===== src/reno_pkg.sv =====
// Shared types, codes and constants for the congestion window engine.
package reno_pkg;

	localparam int unsigned WORD_W      = 32;
	localparam int unsigned PKT_W       = 16;
	localparam int unsigned PROD_W      = WORD_W + PKT_W;
	localparam int unsigned SUM_W       = PROD_W + 1;
	localparam int unsigned CMD_W       = 3;
	localparam int unsigned ERR_W       = 2;
	localparam int unsigned CFG_IDX_W   = 3;
	localparam int unsigned QUEUE_DEPTH = 2;

	localparam int unsigned PKT_LEN_DEFAULT = 1252;

	localparam logic [WORD_W-1:0] SS_THRESH_RST = 32'hFFFF_FFFF;
	localparam logic [PKT_W-1:0]  PKT_LEN_RST   = 16'd1252;
	localparam logic [PKT_W-1:0]  MIN_PKTS_RST  = 16'd2;
	localparam logic [PKT_W-1:0]  MAX_PKTS_RST  = 16'd2000;
	localparam logic [WORD_W-1:0] INIT_WIN_RST  = 32'd12520;
	localparam logic [WORD_W-1:0] WIN_LO_RST    = 32'd2504;
	localparam logic [WORD_W-1:0] WIN_HI_RST    = 32'd2504000;

	typedef enum logic [CMD_W-1:0] {
		CMD_SENT   = 3'd0,
		CMD_ACKED  = 3'd1,
		CMD_LOST   = 3'd2,
		CMD_REMOVE = 3'd3,
		CMD_SET    = 3'd4
	} cmd_t;

	typedef enum logic [CFG_IDX_W-1:0] {
		CFG_SS_THRESH = 3'd0,
		CFG_PKT_LEN   = 3'd1,
		CFG_MIN_PKTS  = 3'd2,
		CFG_MAX_PKTS  = 3'd3,
		CFG_INIT_WIN  = 3'd4
	} cfg_idx_t;

	typedef enum logic [2:0] {
		OP_SENT,
		OP_ACK,
		OP_LOSS,
		OP_LOSS_RESET,
		OP_REMOVE,
		OP_SET,
		OP_NOP
	} op_t;

	typedef enum logic [ERR_W-1:0] {
		ERR_NONE  = 2'd0,
		ERR_UNDER = 2'd1,
		ERR_OVER  = 2'd2
	} err_t;

	typedef enum logic [2:0] {
		BK_IDLE,
		BK_EXEC,
		BK_DIV_START,
		BK_DIV_WAIT,
		BK_CLAMP,
		BK_RESULT
	} back_state_t;

	typedef struct packed {
		logic [CMD_W-1:0]  command;
		logic [WORD_W-1:0] byte_count;
		logic              persistent_congestion;
	} in_item_t;

	typedef struct packed {
		logic [WORD_W-1:0] window_bytes;
		logic [WORD_W-1:0] inflight_bytes;
		logic [WORD_W-1:0] writable_bytes;
		logic              slow_start;
		logic [ERR_W-1:0]  error_code;
	} out_item_t;

	typedef struct packed {
		op_t               op;
		logic [WORD_W-1:0] byte_count;
	} q_entry_t;

	typedef struct packed {
		logic [WORD_W-1:0] ss_thresh;
		logic [WORD_W-1:0] window_lo;
		logic [WORD_W-1:0] window_hi;
	} cfg_t;

endpackage


===== src/reno_window_update_top.sv =====
// Top level of the per-connection congestion window engine.
//
// This block keeps one connection's congestion window and bytes in flight and
// handles one event per input transaction: packet sent, ack, loss, removal of
// bytes from flight, or a direct window load. Each event returns exactly one
// output transaction carrying the new window, the bytes in flight, the writable
// bytes and the slow start flag, plus an error code when a sum or difference
// saturated. Events enter a two-entry queue, so up to two can be taken while
// the execution side is busy or the output is stalled. The execution side runs
// one event at a time: sends, removals, losses, window loads and unknown
// commands pass through execute and result, an ack in slow start or on a zero
// window adds a clamp step, and any other ack in congestion avoidance first runs
// the 48-step radix-2 divider that divides the default packet length times the
// acked bytes by the current window. Window bounds are min and max packets
// times the packet length, recomputed in registers from the configuration
// registers after a write. Writes to the initial window register are accepted
// but have no effect: reset always loads a window of 12520 bytes.
module reno_window_update_top #(
	parameter int unsigned DEFAULT_PACKET_LEN = reno_pkg::PKT_LEN_DEFAULT
) (
	input  logic                           clk,
	input  logic                           arst_n,
	input  logic                           cfg_we,
	input  logic [reno_pkg::CFG_IDX_W-1:0] cfg_index,
	input  logic [reno_pkg::WORD_W-1:0]    cfg_data,
	input  logic                           in_valid,
	output logic                           in_stall,
	input  reno_pkg::in_item_t             in_item,
	output logic                           out_valid,
	input  logic                           out_stall,
	output reno_pkg::out_item_t            out_item
);
	import reno_pkg::*;

	logic [WORD_W-1:0] ss_thresh_q;
	logic [PKT_W-1:0]  pkt_len_q;
	logic [PKT_W-1:0]  min_pkts_q;
	logic [PKT_W-1:0]  max_pkts_q;
	logic [WORD_W-1:0] win_lo_q;
	logic [WORD_W-1:0] win_hi_q;
	cfg_t              cfg;

	logic              q_valid;
	q_entry_t          q_head;
	logic              q_pop;

	// Configuration registers. The initial window index is decoded but not
	// stored, since the block's own reset always restores the default window.
	always_ff @(posedge clk or negedge arst_n) begin
		if (!arst_n) begin
			ss_thresh_q <= SS_THRESH_RST;
			pkt_len_q   <= PKT_LEN_RST;
			min_pkts_q  <= MIN_PKTS_RST;
			max_pkts_q  <= MAX_PKTS_RST;
		end else if (cfg_we) begin
			unique case (cfg_index)
				CFG_SS_THRESH: ss_thresh_q <= cfg_data;
				CFG_PKT_LEN:   pkt_len_q   <= cfg_data[PKT_W-1:0];
				CFG_MIN_PKTS:  min_pkts_q  <= cfg_data[PKT_W-1:0];
				CFG_MAX_PKTS:  max_pkts_q  <= cfg_data[PKT_W-1:0];
				CFG_INIT_WIN: begin
				end
				default: begin
				end
			endcase
		end
	end

	// Window bounds in bytes; a 16 by 16 product always fits in 32 bits.
	always_ff @(posedge clk or negedge arst_n) begin
		if (!arst_n) begin
			win_lo_q <= WIN_LO_RST;
			win_hi_q <= WIN_HI_RST;
		end else begin
			win_lo_q <= {{PKT_W{1'b0}}, min_pkts_q} * {{PKT_W{1'b0}}, pkt_len_q};
			win_hi_q <= {{PKT_W{1'b0}}, max_pkts_q} * {{PKT_W{1'b0}}, pkt_len_q};
		end
	end

	always_comb begin
		cfg.ss_thresh = ss_thresh_q;
		cfg.window_lo = win_lo_q;
		cfg.window_hi = win_hi_q;
	end

	reno_front u_front (
		.clk      (clk),
		.arst_n   (arst_n),
		.in_valid (in_valid),
		.in_stall (in_stall),
		.in_item  (in_item),
		.q_valid  (q_valid),
		.q_head   (q_head),
		.q_pop    (q_pop)
	);

	reno_back #(
		.DEFAULT_PACKET_LEN (DEFAULT_PACKET_LEN)
	) u_back (
		.clk       (clk),
		.arst_n    (arst_n),
		.cfg       (cfg),
		.q_valid   (q_valid),
		.q_head    (q_head),
		.q_pop     (q_pop),
		.out_valid (out_valid),
		.out_stall (out_stall),
		.out_item  (out_item)
	);

endmodule


===== src/reno_div.sv =====
// Radix-2 restoring divider for the congestion avoidance growth term.
module reno_div (
	input  logic                         clk,
	input  logic                         arst_n,
	input  logic                         start,
	input  logic [reno_pkg::PROD_W-1:0]  dividend,
	input  logic [reno_pkg::WORD_W-1:0]  divisor,
	output logic                         done,
	output logic [reno_pkg::PROD_W-1:0]  quotient
);
	import reno_pkg::*;

	localparam int unsigned CNT_W = $clog2(PROD_W + 1);

	logic              busy_q;
	logic              done_q;
	logic [CNT_W-1:0]  cnt_q;
	logic [WORD_W-1:0] rem_q;
	logic [WORD_W-1:0] dvs_q;
	logic [PROD_W-1:0] quo_q;

	logic [WORD_W:0]   shifted;
	logic [WORD_W:0]   diff;
	logic              ge;

	// One quotient bit per cycle: shift the next dividend bit into the remainder.
	always_comb begin
		shifted = {rem_q, quo_q[PROD_W-1]};
		diff    = shifted - {1'b0, dvs_q};
		ge      = shifted >= {1'b0, dvs_q};
	end

	always_ff @(posedge clk or negedge arst_n) begin
		if (!arst_n) begin
			busy_q <= 1'b0;
			done_q <= 1'b0;
			cnt_q  <= '0;
		end else begin
			done_q <= !start && busy_q && (cnt_q == CNT_W'(1));
			if (start) begin
				busy_q <= 1'b1;
				cnt_q  <= CNT_W'(PROD_W);
			end else if (busy_q) begin
				cnt_q <= cnt_q - 1'b1;
				if (cnt_q == CNT_W'(1)) begin
					busy_q <= 1'b0;
				end
			end
		end
	end

	always_ff @(posedge clk) begin
		if (start) begin
			rem_q <= '0;
			dvs_q <= divisor;
			quo_q <= dividend;
		end else if (busy_q) begin
			rem_q <= ge ? diff[WORD_W-1:0] : shifted[WORD_W-1:0];
			quo_q <= {quo_q[PROD_W-2:0], ge};
		end
	end

	assign done     = done_q;
	assign quotient = quo_q;

`ifndef SYNTHESIS
	a_no_restart: assert property (@(posedge clk) disable iff (!arst_n)
		start |-> !busy_q)
		else $error("divider started while busy");
`endif

endmodule


===== src/reno_back.sv =====
// Execution side: holds window and in-flight state, runs each queued event.
module reno_back #(
	parameter int unsigned DEFAULT_PACKET_LEN = reno_pkg::PKT_LEN_DEFAULT
) (
	input  logic                clk,
	input  logic                arst_n,
	input  reno_pkg::cfg_t      cfg,
	input  logic                q_valid,
	input  reno_pkg::q_entry_t  q_head,
	output logic                q_pop,
	output logic                out_valid,
	input  logic                out_stall,
	output reno_pkg::out_item_t out_item
);
	import reno_pkg::*;

	localparam logic [PKT_W-1:0] PKT_MULT = PKT_W'(DEFAULT_PACKET_LEN);

	back_state_t       state_q, state_d;
	op_t               op_q;
	logic [WORD_W-1:0] bytes_q;
	logic [WORD_W-1:0] window_q;
	logic [WORD_W-1:0] inflight_q;
	err_t              err_q;
	logic [PROD_W-1:0] prod_q;
	logic [SUM_W-1:0]  sum_q;
	out_item_t         out_item_q;
	logic              out_valid_q;

	logic              out_load;
	logic              div_start;
	logic              div_done;
	logic [PROD_W-1:0] div_quot;

	logic [WORD_W:0]   add_sum;
	logic              sub_under;
	logic [WORD_W-1:0] sub_diff;
	logic              ss_now;
	logic              sum_over;
	logic [WORD_W-1:0] clamp_w;
	logic [WORD_W-1:0] writable;

	reno_div u_div (
		.clk      (clk),
		.arst_n   (arst_n),
		.start    (div_start),
		.dividend (prod_q),
		.divisor  (window_q),
		.done     (div_done),
		.quotient (div_quot)
	);

	always_comb begin
		add_sum   = {1'b0, inflight_q} + {1'b0, bytes_q};
		sub_under = bytes_q > inflight_q;
		sub_diff  = inflight_q - bytes_q;
		ss_now    = window_q < cfg.ss_thresh;
		sum_over  = |sum_q[SUM_W-1:WORD_W];
		// Saturate, then apply the lower bound and the upper bound; the upper one wins.
		clamp_w   = sum_over ? '1 : sum_q[WORD_W-1:0];
		if (clamp_w < cfg.window_lo) begin
			clamp_w = cfg.window_lo;
		end
		if (clamp_w > cfg.window_hi) begin
			clamp_w = cfg.window_hi;
		end
		writable  = (inflight_q > window_q) ? '0 : window_q - inflight_q;
	end

	always_comb begin
		state_d   = state_q;
		q_pop     = 1'b0;
		div_start = 1'b0;
		out_load  = 1'b0;
		unique case (state_q)
			BK_IDLE: begin
				if (q_valid) begin
					q_pop   = 1'b1;
					state_d = BK_EXEC;
				end
			end
			BK_EXEC: begin
				if (op_q == OP_ACK) begin
					state_d = (ss_now || window_q == '0) ? BK_CLAMP : BK_DIV_START;
				end else begin
					state_d = BK_RESULT;
				end
			end
			BK_DIV_START: begin
				div_start = 1'b1;
				state_d   = BK_DIV_WAIT;
			end
			BK_DIV_WAIT: begin
				if (div_done) begin
					state_d = BK_CLAMP;
				end
			end
			BK_CLAMP: begin
				state_d = BK_RESULT;
			end
			BK_RESULT: begin
				if (!out_valid_q || !out_stall) begin
					out_load = 1'b1;
					state_d  = BK_IDLE;
				end
			end
			default: begin
				state_d = BK_IDLE;
			end
		endcase
	end

	always_ff @(posedge clk or negedge arst_n) begin
		if (!arst_n) begin
			state_q     <= BK_IDLE;
			window_q    <= INIT_WIN_RST;
			inflight_q  <= '0;
			out_valid_q <= 1'b0;
		end else begin
			state_q <= state_d;
			if (out_load) begin
				out_valid_q <= 1'b1;
			end else if (!out_stall) begin
				out_valid_q <= 1'b0;
			end
			if (state_q == BK_EXEC) begin
				unique case (op_q)
					OP_SENT: begin
						inflight_q <= add_sum[WORD_W] ? '1 : add_sum[WORD_W-1:0];
					end
					OP_ACK, OP_LOSS, OP_REMOVE: begin
						inflight_q <= sub_under ? '0 : sub_diff;
					end
					OP_LOSS_RESET: begin
						inflight_q <= sub_under ? '0 : sub_diff;
						window_q   <= cfg.window_lo;
					end
					OP_SET: begin
						window_q <= bytes_q;
					end
					default: begin
					end
				endcase
			end else if (state_q == BK_CLAMP) begin
				window_q <= clamp_w;
			end
		end
	end

	always_ff @(posedge clk) begin
		if (q_pop) begin
			op_q    <= q_head.op;
			bytes_q <= q_head.byte_count;
		end
		if (state_q == BK_EXEC) begin
			unique case (op_q)
				OP_SENT: begin
					err_q <= add_sum[WORD_W] ? ERR_OVER : ERR_NONE;
				end
				OP_ACK, OP_LOSS, OP_LOSS_RESET, OP_REMOVE: begin
					err_q <= sub_under ? ERR_UNDER : ERR_NONE;
				end
				default: begin
					err_q <= ERR_NONE;
				end
			endcase
			if (op_q == OP_ACK) begin
				// Slow start adds the acked bytes; a zero window grows by nothing.
				sum_q  <= ss_now ? {{PKT_W{1'b0}}, {1'b0, window_q} + {1'b0, bytes_q}}
					: {{(SUM_W-WORD_W){1'b0}}, window_q};
				prod_q <= {{WORD_W{1'b0}}, PKT_MULT} * {{PKT_W{1'b0}}, bytes_q};
			end
		end
		if (state_q == BK_DIV_WAIT && div_done) begin
			sum_q <= {{(SUM_W-WORD_W){1'b0}}, window_q} + {1'b0, div_quot};
		end
		if (state_q == BK_CLAMP && sum_over) begin
			err_q <= ERR_OVER;
		end
		if (out_load) begin
			out_item_q.window_bytes   <= window_q;
			out_item_q.inflight_bytes <= inflight_q;
			out_item_q.writable_bytes <= writable;
			out_item_q.slow_start     <= ss_now;
			out_item_q.error_code     <= err_q;
		end
	end

	assign out_valid = out_valid_q;
	assign out_item  = out_item_q;

`ifndef SYNTHESIS
	a_done_in_wait: assert property (@(posedge clk) disable iff (!arst_n)
		div_done |-> state_q == BK_DIV_WAIT)
		else $error("divider finished outside the wait state");
	a_clamp_hi: assert property (@(posedge clk) disable iff (!arst_n)
		state_q == BK_CLAMP |=> window_q <= $past(cfg.window_hi))
		else $error("window above upper bound after clamp");
`endif

endmodule


===== src/reno_front.sv =====
// Intake side: classifies incoming events and queues them for execution.
module reno_front (
	input  logic                clk,
	input  logic                arst_n,
	input  logic                in_valid,
	output logic                in_stall,
	input  reno_pkg::in_item_t  in_item,
	output logic                q_valid,
	output reno_pkg::q_entry_t  q_head,
	input  logic                q_pop
);
	import reno_pkg::*;

	localparam int unsigned PTR_W = (QUEUE_DEPTH > 1) ? $clog2(QUEUE_DEPTH) : 1;
	localparam int unsigned CNT_W = $clog2(QUEUE_DEPTH + 1);

	q_entry_t         mem_q [QUEUE_DEPTH];
	logic [PTR_W-1:0] wr_ptr_q;
	logic [PTR_W-1:0] rd_ptr_q;
	logic [CNT_W-1:0] count_q;
	q_entry_t         entry;
	logic             push;

	always_comb begin
		entry.byte_count = in_item.byte_count;
		unique case (in_item.command)
			CMD_SENT:   entry.op = OP_SENT;
			CMD_ACKED:  entry.op = OP_ACK;
			CMD_LOST:   entry.op = in_item.persistent_congestion ? OP_LOSS_RESET : OP_LOSS;
			CMD_REMOVE: entry.op = OP_REMOVE;
			CMD_SET:    entry.op = OP_SET;
			default:    entry.op = OP_NOP;
		endcase
	end

	assign in_stall = count_q == CNT_W'(QUEUE_DEPTH);
	assign push     = in_valid && !in_stall;
	assign q_valid  = count_q != '0;
	assign q_head   = mem_q[rd_ptr_q];

	always_ff @(posedge clk or negedge arst_n) begin
		if (!arst_n) begin
			wr_ptr_q <= '0;
			rd_ptr_q <= '0;
			count_q  <= '0;
		end else begin
			if (push) begin
				wr_ptr_q <= (wr_ptr_q == PTR_W'(QUEUE_DEPTH - 1)) ? '0 : wr_ptr_q + 1'b1;
			end
			if (q_pop) begin
				rd_ptr_q <= (rd_ptr_q == PTR_W'(QUEUE_DEPTH - 1)) ? '0 : rd_ptr_q + 1'b1;
			end
			if (push && !q_pop) begin
				count_q <= count_q + 1'b1;
			end else if (q_pop && !push) begin
				count_q <= count_q - 1'b1;
			end
		end
	end

	always_ff @(posedge clk) begin
		if (push) begin
			mem_q[wr_ptr_q] <= entry;
		end
	end

`ifndef SYNTHESIS
	a_pop_nonempty: assert property (@(posedge clk) disable iff (!arst_n)
		q_pop |-> count_q != '0)
		else $error("queue popped while empty");
	a_count_bound: assert property (@(posedge clk) disable iff (!arst_n)
		count_q <= CNT_W'(QUEUE_DEPTH))
		else $error("queue count above depth");
`endif

endmodule


===== config.mk =====
export PLATFORM = sky130hd
export DESIGN_NAME = reno_window_update_top
export DESIGN_NICKNAME = d
export VERILOG_FILES = /design/src/reno_pkg.sv /design/src/reno_window_update_top.sv /design/src/reno_div.sv /design/src/reno_back.sv /design/src/reno_front.sv
export SDC_FILE = /design/constraint.sdc
export NUM_CORES = 2
export LEC_CHECK = 0
export ABC_AREA = 1
export BUFFER_PORTS_ARGS = -buffer_cell sky130_fd_sc_hd__buf_2
export CAP_MARGIN = 20
export CORE_MARGIN = 10
export CORE_UTILIZATION = 55
export CTS_BUF_LIST = sky130_fd_sc_hd__clkbuf_4
export DETAILED_ROUTE_END_ITERATION = 10
export GPL_ROUTABILITY_DRIVEN = 0
export GPL_TIMING_DRIVEN = 0
export PLACE_DENSITY = 0.78
export SYNTH_ARGS = -nofsm -noshare
export SYNTH_HDL_FRONTEND = slang
export SYNTH_SLANG_ARGS = --single-unit

===== constraint.sdc =====
create_clock -name clk -period 5.85 [get_ports clk]
set_input_delay 0.2925 -clock clk [delete_from_list [all_inputs] [get_ports clk]]
set_output_delay 0.2925 -clock clk [all_outputs]
set_load 0.01 [all_outputs]

### Yosys cells after proc, flatten, opt, wreduce, memory -nomap -nowiden

Memory sizes are Yosys's and may differ from the RTL's. A register that Yosys moved wholly into a read port is not among the register bits.
Index checks and enable logic that the tools add are counted.

* register bits after elaboration: 527
* memory bits (writable): 70
* input bits: 76
* logic and storage cells: 156
* memories: 1

* add/subtract/negate cells: 11
* multiply operators: 3
* magnitude comparators: 6
* equal/unequal tests: 24
* muxes and demuxes: 45
* reduce and logical (&&, ||, !) cells: 38

Memories
* u_front.mem_q: depth 2, bits a word 35, read ports 1, clocked after Yosys merged registers in 1, write ports 1, RTL line reno_front.sv:17 `q_entry_t mem_q [QUEUE_DEPTH];`

Operators by type and width (count)
* 2-to-1 mux 32 bit: 8
* 2-to-1 mux 49 bit: 3
* case mux 32 bit (2 select lines): 2
* greater-than comparator 32 bit: 3
* subtractor 32 bit: 3
* adder 32 x 32 -> 33 bit: 2
* less-than comparator 32 bit: 2
* multiplier 16 x 16 -> 32 bit: 2
* adder 32 x 48 -> 49 bit: 1
* 2-to-1 mux 48 bit: 1
* 2-to-1 mux 43 bit: 1
* multiplier 9 x 32 -> 41 bit (first input constant): 1
* greater-or-equal comparator 33 x 32 -> 1 bit: 1
* 2-to-1 mux 33 bit: 1
* logical NOT 32 bit: 1
* == test 3 x 2 -> 1 bit (second input constant): 8
* case mux 3 bit (6 select lines): 1
* OR reduction 17 bit: 1
* 2-to-1 mux 1 bit: 16
* AND reduction 2 bit: 8
* == test 3 bit (second input constant): 5
* 2-to-1 mux 3 bit: 5
* case mux 3 bit (5 select lines): 1
* nonzero test 2 bit: 7
* 19 further kinds: 43

### Depth between registers and ports, before layout

* depth in word-level cells: 8
* mapped depth: 37
* gate-level depth less buffers: 34

### Modules after synthesis

Synthesis repeated with hierarchy kept, for this count alone.

* cell total of the unflattened synthesis: 7919
* area total of the unflattened synthesis: 62439.9 sq um

Modules (own cells, without submodules)
* reno_back: times used 1, cells an instance 3635, area each 28467.3 sq um, seq. area each 8475.6 sq um
* reno_window_update_top: times used 1, cells an instance 3071, area each 23490.0 sq um, seq. area each 3674.8 sq um
* reno_div: times used 1, cells an instance 1065, area each 7546.0 sq um, seq. area each 3243.1 sq um
* reno_front: times used 1, cells an instance 148, area each 2936.6 sq um, seq. area each 2202.1 sq um

### Worst setup path after synthesis

OpenSTA, ideal clock, no wires.

* path kind: register -> register
* start: reg u_back.state_q[2]
* end: reg u_back.out_item_q (netlist bit u_back.out_item[0]), enable pin
* data arrival time: 5.500 ns
* data required time: 5.260 ns
* slack: -0.240 ns
* stages on the path, launching flop included: 5
* cells stage by stage: dfrtp_1 -> inv_1 -> nor3_1 -> inv_1 -> a21oi_1

* cells in the longest elaborated chain, start to end: 2

Ends and longest elaborated chain
* start: declaration: RTL line reno_back.sv:19 `back_state_t state_q, state_d;`
* start signal: assignment: RTL line reno_back.sv:120 `state_q <= state_d;`
* == test 3 bit: RTL line reno_back.sv:75 `unique case (state_q)`
* 2-to-1 mux 1 bit: RTL line reno_back.sv:75
* via u_back.out_load: RTL line reno_back.sv:30 `logic out_load;`
* end: declaration: RTL line reno_back.sv:27 `out_item_t out_item_q;`

The timed path passes the listed nets, and every way through them passes these cells.
A chain may end at the register's enable or synchronous reset.

### Final worst setup path

* start: reg pkt_len_q[5]
* end: reg win_lo_q[30]

* cells in the longest elaborated chain, start to end: 1

Ends and longest elaborated chain
* start: declaration: RTL line reno_window_update_top.sv:36 `logic [PKT_W-1:0] pkt_len_q;`
* start signal: assignment: RTL line reno_window_update_top.sv:58 `CFG_PKT_LEN: pkt_len_q <= cfg_data[PKT_W-1:0];`
* multiplier 16 x 16 -> 32 bit: RTL line reno_window_update_top.sv:75 `win_lo_q <= {{PKT_W{1'b0}}, min_pkts_q} * {{PKT_W{1'b0}}, pkt_len_q};`
* end signal: assignment: RTL line reno_window_update_top.sv:75
* end: declaration: RTL line reno_window_update_top.sv:39 `logic [WORD_W-1:0] win_lo_q;`

Every way passes these cells.

==> metrics.cfg <==
[floorplan]
dieWidth_um = 349
coreArea_sq_mm = 0.107
io_pins = 177
die_area_sq_mm = 0.122
dieHeight_um = 349
initial_core_util_pct = 55.5
num_rows = 120

[route]
routed_wirelength_um = 201000
drt_iter0_drc = 5882
drc = 9
avgRoutedWirePerCell_um = 21.5
vias = 54900
first_pass_iters = 11
vias_per_cell = 5.87
antenna_left = 0

[setup_path]
cp_slowest_stage_delay_ns = 0.59
cp_max_fo = 8
cp-start-kind = flip-flop
crit_top_cell = fa_1
worstPathCellList = buf_4, buf_12, nand2_1, fa_1, inv_1, fa_1, inv_1, fa_1, inv_1, fa_1, inv_1, fa_1, inv_1, fa_1, ha_4, a21oi_1, o221ai_2, nand2_1, nand3_2, nand3_2, nand2_4, a211oi_2, xor2_1
crit_type = flip-flop to flip-flop
end_kind = flip-flop
cp.arrival_ns = 7.00
cp.required_ns = 6.85
slowest_stage = dfstp_2

[final_layout]
final_cells = 9347
mostFrequentLayoutCells = 1644 x nand2_1, 1350 x inv_1, 582 x ha_1
areaGrowthSynthToFinish_pct = 14.4
drive_gt1_share_pct = 12.2
final_common_cell = nand2_1
fillers = 8695
nets = 8964

[grt]
grt_pass1_wl_um = 306000
grt_pass1_vias = 54600
gr-total-overflow = 0
grt_max_degree = 101
grt_usage_pct = 32.5
antenna_found_initial = 14

[timing]
max_freq_ghz = 0.167
grt_setup_unrepaired = true
timing.hold.ws_ns = 0.138
finalWorstSetupSlack_ns = -0.152
min_period_ns = 6.00
fin_crit_sh_pct = 103
final-max-slew-violation-count = 0
tightestPinTransition_ns = 1.15
setup_viol = 14
finalHoldViolations = 0
slew_headroom_pct = 23.3
fin_skew_ns = 0.0995

[synthesis]
syn_inst = 7269
syn_area_sq_mm = 0.0596
ys_ff_latch = 632
seq_area_frac_synth_pct = 29.5
synth-edff-count = 374
yosys.area.top_type = edfxtp_1
ys_warn_count = 0
synth_top_cell_area_share_pct = 18.8
ys_top_cells_by_area = edfxtp_1 19%, fa_1 16%, ha_1 13%, nand2_1 11%, inv_1 8.6%
avgSynthCellArea_sq_um = 8.20
synth_ff_type = edfxtp_1
synth_cell_types = 70
synth_fp_nets = 8430
async_reset_ff_share_pct = 35.4

[clock_network]
clock_path_buffers = 3
htree_levels = 4
cts_buffers = 165
cts_tree = done
cts.sinks = 632
insertion_delay_ns = 1.14
root_buffer = clkbuf_4
clk_pin_slew_ns = 0.07

[run]
maxCapViolCount = 0

[placed_design]
pre_cts_ws_ns = -1.50
port_buffers = 176
placed_cells = 8861
dpl.hpwl_um = 152000

[status]
outcome = complete, but fails checks
violations = design-rule violations, negative setup slack

[min_path]
hp-class = input pin to flip-flop

-- synthesized netlist by cell type, types with 18 or more instances --
master    instances
clkbuf_1        220
nand4_1          50
or2_2            44
dfxtp_1          34
nand2_1        1669
o21a_1           23
o21ai_0         437
dfrtp_1         161
nand3_1         207
nor4_1           30
a21o_1           22
edfxtp_1        374
dfstp_2          63
a21oi_1         541
nor2_1          412
xnor2_1          70
o21bai_1         35
buf_2            31
a31oi_1          38
inv_1          1364
nor3_1           44
fa_1            480
o211ai_1         44
xor2_1          121
ha_1            605
o21ai_1          18
-- logic make-up (layout without fill, tap and decap cells) --
kind of cell	count (synthesis)	count (layout)	synth area share, %
other	0	9	0
adders and majority gates	1085	1085	28.8
AOI/OAI and AO/OA	1250	1250	11.6
and+or+nand+nor	2477	2477	16.8
DFF	632	632	29.5
xor gates and xnor gates	191	191	2.81
buffers and inverters	1634	2300	10.4
-- state kept, by name, summed over array words and instances (netlist names), 2 cells and up --
register,cells
u_back.inflight_q,32
min_pkts_q,16
u_back.prod_q,41
u_front.count_q,2
u_back.u_div.rem_q,32
win_lo_q,32
u_back.sum_q,49
pkt_len_q,16
u_back.u_div.cnt_q,6
u_back.window_q,32
ss_thresh_q,32
u_back.state_q,3
u_back.bytes_q,32
u_back.u_div.dvs_q,32
u_back.u_div.quotient,48
u_back.out_item,99
u_back.op_q,3
max_pkts_q,16
u_back.err_q,2
u_front.mem_q,70
win_hi_q,32
-- layout make-up --
class	instances	area (sq um)	share of cell area [%]
Antenna cell	9	22.5	0.0330
Buffer	216	1380	2.02
Clock buffer	239	1790	2.63
Clock inverter	60	415	0.609
Inverter	1370	5140	7.54
Multi-Input combinational cell	5003	36700	53.8
Sequential cell	632	17600	25.9
Tap cell	1403	1760	2.57
Timing Repair Buffer	415	3340	4.89
-- timing repair --
action,CTS,global route
endpoints found under the hold margin,431,0
setup endpoints to repair,77,62
hold buffers,136,0
gates resized for setup,259,180
pin swaps,34,73
setup buffers,38,52
-- per-stage QoR --
step / TNS [ns] / util (%) / instance area [sq um]
6_report: -0.828 / 63.5 / 68200
5_1_grt: -5.38 / 63.5 / 68200
4_1_cts: -0.182 / 62.6 / 67300
3_5_place_dp: -51.00 / 58.3 / 62600
3_3_place_gp: -101.63 / 58.0 / 62300
2_1_floorplan: 0 / - / 59600
-- path summary, 6_finish.rpt --
| path | start | cells past startpoint | slack, ns | to |
|---|---|---|---|---|
| max | pkt_len_q[5] | 23 | -0.15 | win_lo_q[30] |
| min | cfg_data[3] | 4 | 0.14 | max_pkts_q[3] |
| max reg2reg | pkt_len_q[5] | 23 | -0.15 | win_lo_q[30] |
| min reg2reg | u_back.err_q[0] | 0 | 0.44 | u_back.out_item[0] |
| max in group asynchronous | arst_n | 5 | 4.58 | win_lo_q[6] |
| min in group asynchronous | arst_n | 4 | 0.29 | win_hi_q[30] |
-- critical path, delay by kind of cell (launching register included) --
family                     cells  cell delay [ns]
AOI/OAI and AO/OA              3             0.65
xor gates and xnor gates       1             0.26
adders and majority gates      7             3.29
buffers and inverters          7             0.54
DFF                            1             0.59
and+or+nand+nor                5             0.51
-- per-layer routing --
layer | global-route usage (%) | share of wire, %
met1 | 38.0 | 34
met2 | 50.5 | 44
met3 | 10.8 | 13
met4 | 22.4 | 8.5
met5 | 0.120 | 0.12
Power is left out: the tool's default activity adds up to more than one toggle a clock period on the data nets, which glitch-free logic cannot reach.
